### config.mk
export PLATFORM = sky130hd
export DESIGN_NAME = v3mu_sqrt
export DESIGN_NICKNAME = d
export VERILOG_FILES = /design/src/rtl/v3mu_pkg.sv /design/src/rtl/v3mu_sqrt.sv
export SDC_FILE = /design/constraint.sdc
export NUM_CORES = 2
export LEC_CHECK = 0
export BUFFER_PORTS_ARGS = -buffer_cell sky130_fd_sc_hd__buf_2
export CAP_MARGIN = 5
export CORE_ASPECT_RATIO = 0.75
export CORE_MARGIN = 2
export CORE_UTILIZATION = 60
export DETAILED_ROUTE_END_ITERATION = 8
export PLACE_DENSITY = 0.86
export SLEW_MARGIN = 10
export SYNTH_ARGS = -nofsm -noshare
export SYNTH_HDL_FRONTEND = slang
export SYNTH_MEMORY_MAX_BITS = 65536
export SYNTH_SLANG_ARGS = --single-unit
### constraint.sdc
create_clock -name clk_i -period 4.3 [get_ports clk_i]
set_clock_uncertainty 0.1 [all_clocks]
set_input_delay 0.215 -clock clk_i [delete_from_list [all_inputs] [get_ports clk_i]]
set_output_delay 0.215 -clock clk_i [all_outputs]
set_load 0.01 [all_outputs]
### src/rtl/v3mu_pkg.sv
// Shared constants, types and a rounding helper for the vector math unit.
package v3mu_pkg;

  localparam int unsigned LANE_W     = 32;
  localparam int unsigned FRAC_BITS  = 16;
  localparam int unsigned TOL_W      = 31;
  localparam int unsigned NUM_LANES  = 4;
  localparam int unsigned NUM_AXES   = 3;
  localparam int unsigned PROD_W     = 2 * LANE_W;
  localparam int unsigned CRS_W      = PROD_W + 1;
  localparam int unsigned SUM_W      = PROD_W + 2;
  localparam int unsigned RND_W      = SUM_W + 1;
  localparam int unsigned SHR_W      = RND_W - FRAC_BITS;
  localparam int unsigned ROOT_W     = LANE_W + 1;
  localparam int unsigned SQ_STEPS   = PROD_W / 2;
  localparam int unsigned REM_W      = LANE_W + 4;
  localparam int unsigned NUM_W      = LANE_W + FRAC_BITS;
  localparam int unsigned DIV_STEPS  = NUM_W;
  localparam int unsigned SQ_LAT     = SQ_STEPS + 1;
  localparam int unsigned DIV_LAT    = DIV_STEPS + 1;
  localparam int unsigned FRONT_LAT  = 3;
  localparam int unsigned PIPE_DEPTH = FRONT_LAT + SQ_LAT + DIV_LAT;

  localparam logic [LANE_W-1:0] LANE_MAX = {1'b0, {(LANE_W-1){1'b1}}};
  localparam logic [LANE_W-1:0] LANE_MIN = {1'b1, {(LANE_W-1){1'b0}}};

  typedef enum logic [2:0] {
    ACT_DOT   = 3'd0,
    ACT_CROSS = 3'd1,
    ACT_LSQ   = 3'd2,
    ACT_LEN   = 3'd3,
    ACT_NORM  = 3'd4,
    ACT_EQ    = 3'd5,
    ACT_NE    = 3'd6,
    ACT_NEAR  = 3'd7
  } action_e;

  typedef enum logic [1:0] {
    REG_TOL_X = 2'd0,
    REG_TOL_Y = 2'd1,
    REG_TOL_Z = 2'd2
  } reg_e;

  typedef struct packed {
    logic [LANE_W-1:0] val;
    logic              ov;
  } lane_t;

  typedef struct packed {
    action_e                             act;
    logic [NUM_LANES-1:0][LANE_W-1:0]    a;
    logic [NUM_LANES-1:0][LANE_W-1:0]    fast;
    logic                                fast_ov;
    logic                                flag;
  } lna_t;

  typedef struct packed {
    action_e                             act;
    logic [NUM_LANES-1:0][LANE_W-1:0]    fast;
    logic                                fast_ov;
    logic                                flag;
    logic [ROOT_W-1:0]                   root;
  } lnb_t;

  typedef struct packed {
    logic [NUM_LANES-1:0][LANE_W-1:0]    lanes;
    logic                                flag;
    logic                                ov;
  } res_t;

  // round to nearest (ties up), drop fraction, saturate to lane
  function automatic lane_t round_sat(input logic signed [RND_W-1:0] x);
    logic [RND_W-1:0] t;
    logic [SHR_W-1:0] s;
    lane_t            r;
    t = x + RND_W'(64'd1 << (FRAC_BITS - 1));
    s = t[RND_W-1:FRAC_BITS];
    if ((&s[SHR_W-1:LANE_W-1]) || (~|s[SHR_W-1:LANE_W-1])) begin
      r.val = s[LANE_W-1:0];
      r.ov  = 1'b0;
    end else begin
      r.val = s[SHR_W-1] ? LANE_MIN : LANE_MAX;
      r.ov  = 1'b1;
    end
    return r;
  endfunction

endpackage

### src/rtl/v3mu_sqrt.sv
// Pipelined integer square root, one result bit per stage, rounded to nearest.
module v3mu_sqrt import v3mu_pkg::*; (
  input  logic              clk_i,
  input  logic              en_i,
  input  logic [PROD_W-1:0] sq_i,
  output logic [ROOT_W-1:0] root_o
);

  logic [REM_W-1:0]  rem_q  [SQ_STEPS];
  logic [LANE_W-1:0] root_q [SQ_STEPS];
  logic [PROD_W-1:0] rad_q  [SQ_STEPS];
  logic [ROOT_W-1:0] out_q;
  logic [REM_W-1:0]  root_ext;

  for (genvar k = 0; k < SQ_STEPS; k++) begin : g_step
    logic [REM_W-1:0]  rem_in, rem_sh, trial;
    logic [LANE_W-1:0] root_in;
    logic [PROD_W-1:0] rad_in;
    logic              ge;
    if (k == 0) begin : g_first
      assign rem_in  = '0;
      assign root_in = '0;
      assign rad_in  = sq_i;
    end else begin : g_next
      assign rem_in  = rem_q[k-1];
      assign root_in = root_q[k-1];
      assign rad_in  = rad_q[k-1];
    end
    always_comb begin
      rem_sh = {rem_in[REM_W-3:0], rad_in[PROD_W-1 -: 2]};
      trial  = {{(REM_W-LANE_W-2){1'b0}}, root_in, 2'b01};
      ge     = (rem_sh >= trial);
    end
    always_ff @(posedge clk_i) begin
      if (en_i) begin
        rem_q[k]  <= ge ? (rem_sh - trial) : rem_sh;
        root_q[k] <= {root_in[LANE_W-2:0], ge};
        rad_q[k]  <= {rad_in[PROD_W-3:0], 2'b00};
      end
    end
  end

  assign root_ext = REM_W'(root_q[SQ_STEPS-1]);

  always_ff @(posedge clk_i) begin
    if (en_i) begin
      out_q <= (rem_q[SQ_STEPS-1] > root_ext) ? (ROOT_W'(root_q[SQ_STEPS-1]) + 1'b1)
                                               : ROOT_W'(root_q[SQ_STEPS-1]);
    end
  end

  assign root_o = out_q;

endmodule

# Word level (Yosys, flattened, before mapping)
# Memory sizes are Yosys's and may differ from the RTL's.
# Cells that the tools add are included.
totals:
  ff_bits: 33
  ram_bits: 4160
  in_bits: 66
  output_inout_bits: 33
  elab_cells: 106
  memories: 3
memory_table:
  columns: ["name", "depth", "word_bits", "read_ports", "rd_clocked_by_memory_dff", "write_ports", "line_no", "rtl"]
  rows:
  - ["rad_q", 32, 62, 31, 0, 32, "v3mu_sqrt.sv:11", "logic [PROD_W-1:0] rad_q [SQ_STEPS];"]
  - ["rem_q", 32, 36, 32, 0, 32, "v3mu_sqrt.sv:9", "logic [REM_W-1:0] rem_q [SQ_STEPS];"]
  - ["root_q", 32, 32, 32, 0, 32, "v3mu_sqrt.sv:10", "logic [LANE_W-1:0] root_q [SQ_STEPS];"]
op_classes:
  addsub: 33
  n_lt_le_gt_ge: 33
  muxes: 35
op_table:
  columns: ["op", "n"]
  rows:
  - ["36-bit two-way mux", 32]
  - ["36-bit by 34-bit greater-or-equal comparator with 1-bit output", 31]
  - ["36-bit by 34-bit subtractor with 36-bit output", 31]
  - ["36-bit by 32-bit greater-than comparator with 1-bit output", 1]
  - ["32-bit by 1-bit adder with 33-bit output (second input constant)", 1]
  - ["32-bit two-way mux", 1]
  - ["2-bit by 1-bit subtractor with 3-bit output (second input constant)", 1]
  - ["2-bit by 1-bit greater-or-equal comparator with 1-bit output (second input constant)", 1]
  - ["1-bit two-way mux", 2]

# Depth between registers and ports, before layout
# An unclocked memory read counts as a cell.
logic_depth:
  ltp_word: 3
  ltp_mapped: 16
  mapped_depth_nobuf: 13

# Least setup slack after synthesis
# OpenSTA, ideal clock, no wires.
synth_path:
  path_type: "reg2reg"
  from: "mem rem_q[5][20] in the netlist's numbering"
  to: "mem rem_q[6][24] in the netlist's numbering, data pin"
  setup_time_ns: 0.271
  t_arrival_ns: 3.173
  t_required_ns: 3.929
  slack_ns: 0.756
  stages_incl_launch_ff: 11
  n_path_buf: 1
  period_less_slack_ns: 3.544
  cell_sequence: "edfxtp_1 > or4_4 > or3_4 > or3_4 > or4_4 > or4_1 > buf_2 > nor3b_4 > nand2b_2 > nor4_1 > xor2_1"
synth_rtl:
  columns: ["element", "line_no"]
  rows:
  - ["start, declared", "v3mu_sqrt.sv:9"]

==> metrics <==
Worst Setup Start Kind flop; Peak VDD IR 704 uV; FMAX about 240 MHz; final hold violations 0; fin nets around 11k; Mapped Cells 9457; WP buf/inv 0; most frequent cells in the layout 2592 x edfxtp_1, 738 x inv_1, 705 x nand2_1, 597 x ha_1, 556 x o21ai_0; max_cap viols 0; Post-CTS Setup Inserts 0; CP arrival 4.59 ns; global-route wire length before repair 403000 um; R2R depth 10; Hold Crit Class input port to flop; largest buffer count on any clock path 4; Post-Route WL 255000 um; IO buf count about 100; asr flop ratio synth 0; GPL Wtd Cong approximately 0.92; total number of vias about 76k; fraction of layout cells with a size suffix above 1 0.0750; total chip power 0.0718 W; headroom to the max-slew limit 0.252; largest net degree at the start of global routing 183; CP most frequent cell nor4_1; Final Cycle Share 0.950; sequential area share after synthesis 0.641; Slew Viols, Final 0; vias per cell 5.97; worst-margin pin slew 1.12 ns; most common cell after layout, fill and taps aside edfxtp_1; r2r endpoint rem_q[3][29]; status finished, final reports clean; Congestion Overflow GR 0; Leak 51.8 nW; DR pass1 iterations 9; EDFF count, synth 2592; kind of critical path flop to flop; Die Wd 524 um; DRT iter0 DRCs 8732; #FFs+latches synth 2592; number of antenna violations at the first check in global routing 2; dominant register cell in the synthesized netlist edfxtp_1; area grow syn2layout 11.4%; fin cells 12.8k; share of the synthesized area in the top cell type 0.641; clock transition at the registers of the reported paths about 0.07 ns; Synth cell types 93; reg2reg start rem_q[2][4]; largest area contributor in the netlist edfxtp_1; Die H 394 um; DP Cell Count 12.2k; TNS Setup 0 ns; RSZ-0062 raised after global routing false; remaining routing DRC violations 0; DP HPWL 178000 um; Final min period 4.09 ns; endpoints failing setup 0; Root Driver clkbuf_16; Global Route Usage Sum 0.245; top cells by area, synth edfxtp_1 64%, ha_1 6.1%, xnor2_1 3.5%, xor2_1 3.1%, o21ai_0 2.3%; CP Max Fanout 9; vias in the first global route 73.9k; Worst Hold End rem_q[0][1]; reg2reg setup slack 0.21 ns; Hold Crit Depth 3; TritonCTS Buffers 242; CP endpoint kind flop; CTS tree done; Post-Place Worst Slack 0.229 ns; Crit. path cell count 10; synthesized cell area 121000 um2; Required @ worst endpoint 4.80 ns; Initial Util 0.602; Cell Chain, Critical Path or4_1, nor4_1, nor4b_2, nand2_1, nor3b_1, nand2b_1, nor3_1, nand3_1, nor4_1, xor2_1; crit-path max cell delay 0.65 ns; yosys synthesis warning count 0; Worst Slack Setup Final 0.214 ns; CP top delay family simple AND/OR/NAND/NOR gates; Die ar. 206000 um2; PD cells 531 nW/um2; Row Count around 140; Final ANT Viol Nets 0; I/O Pins 99; synthesized net count 10.1k; H-tree Lvls 4; drt wl/cell 20.0 um; core area 202000 um2; Avg Synthesized Cell Area between 10 and 15 um2; slowest CP cell nor4_1; Hold Crit Start sq_i[63]; clock latency on the worst-skew pair roughly 0.89 ns; CTS Sinks 2592
-- Yosys cell counts (94+ instances only) --
cell      count
edfxtp_1   2592
inv_1       738
nand2_1     705
ha_1        597
o21ai_0     556
a21oi_1     549
nor2_1      548
xnor2_1     479
xor2_1      425
a21o_1      251
nor3_1      213
clkbuf_1    153
nand3_1     145
nor4_1      138
nand2b_1    134
nand4_1     112
or3_1        94
-- sequential cells by signal, summed over array words and instances, names as in the netlist --
| register | count |
|---|---|
| rem_q | 1039 |
| root_q | 528 |
| root_o | 33 |
| rad_q | 992 |
-- where the power goes --
group	switching, W	internal, W	leakage [nW]
Clock	0.00949	0.0127	3.96
Sequential	0.00230	0.0321	24.9
Combinational	0.00895	0.00636	22.9
-- routing by layer --
layer	vias to the layer above	part of all wire	global-route usage
met5	-	0	0
met4	0	0.025	0.0627
met3	490	0.065	0.0322
met2	2801	0.48	0.401
met1	37000	0.43	0.347
li1	35800	-	-
-- metrics by stage --
| step | hold slack [ns] | instance area, um2 | utilization |
|---|---|---|---|
| after global placement | 0.292 | 126000 | 0.624 |
| after CTS | 0.0364 | 135000 | 0.671 |
| after global routing | 0.0985 | 135000 | 0.671 |
| after floorplan | 0.214 | 121000 | - |
| after detailed placement | 0.293 | 126000 | 0.624 |
| final | 0.108 | 135000 | 0.671 |
-- logic make-up (layout without fill, tap and decap cells) --
logic type               after synthesis  after routing  synth area share
AO/OA/AOI/OAI                       1903           1903            0.0967
XOR/XNOR                             904            904            0.0652
adder cells (fa/ha/maj)              597            597            0.0615
buffers and inverters                911           1521            0.0283
flip-flops                          2592           2592             0.641
multiplexers                          82             82           0.00751
other                                  1              2         0.0000309
AND/OR/NAND/NOR                     2467           2467             0.100
-- worst max-delay path by stage --
stage,startpoint,end
detailed placement,rem_q[8][17],rem_q[9][23]
CTS,rem_q[17][22],rem_q[18][10]
finish,rem_q[2][4],rem_q[3][29]
floorplan,rem_q[5][20],rem_q[6][24]
global placement,rem_q[8][16],rem_q[9][23]
global route,rem_q[16][11],rem_q[17][27]
-- worst min-delay path, delay by kind of cell --
family                 cells  cell delay [ns]
buffers and inverters      2             0.64
AND/OR/NAND/NOR            1             0.12
-- final cells by class --
| cell class | count | area [um2] |
|---|---|---|
| sequential | 2592 | 77800 |
| fill | 13800 | 66500 |
| multi-input combinational | 5954 | 40300 |
| clock buffer | 274 | 6200 |
| tap | 2682 | 3360 |
| timing repair buffer | 334 | 2870 |
| inverter | 740 | 2780 |
| clock inverter | 173 | 2000 |
| antenna | 1 | 2.50 |
-- timing repair --
action	4_1_cts	5_1_grt
setup endpoints to repair	0	8
hold buffers	128	0
hold endpoints to repair	419	0
gates resized for setup	0	2
Note: power is estimated with default switching activity, not from simulation.
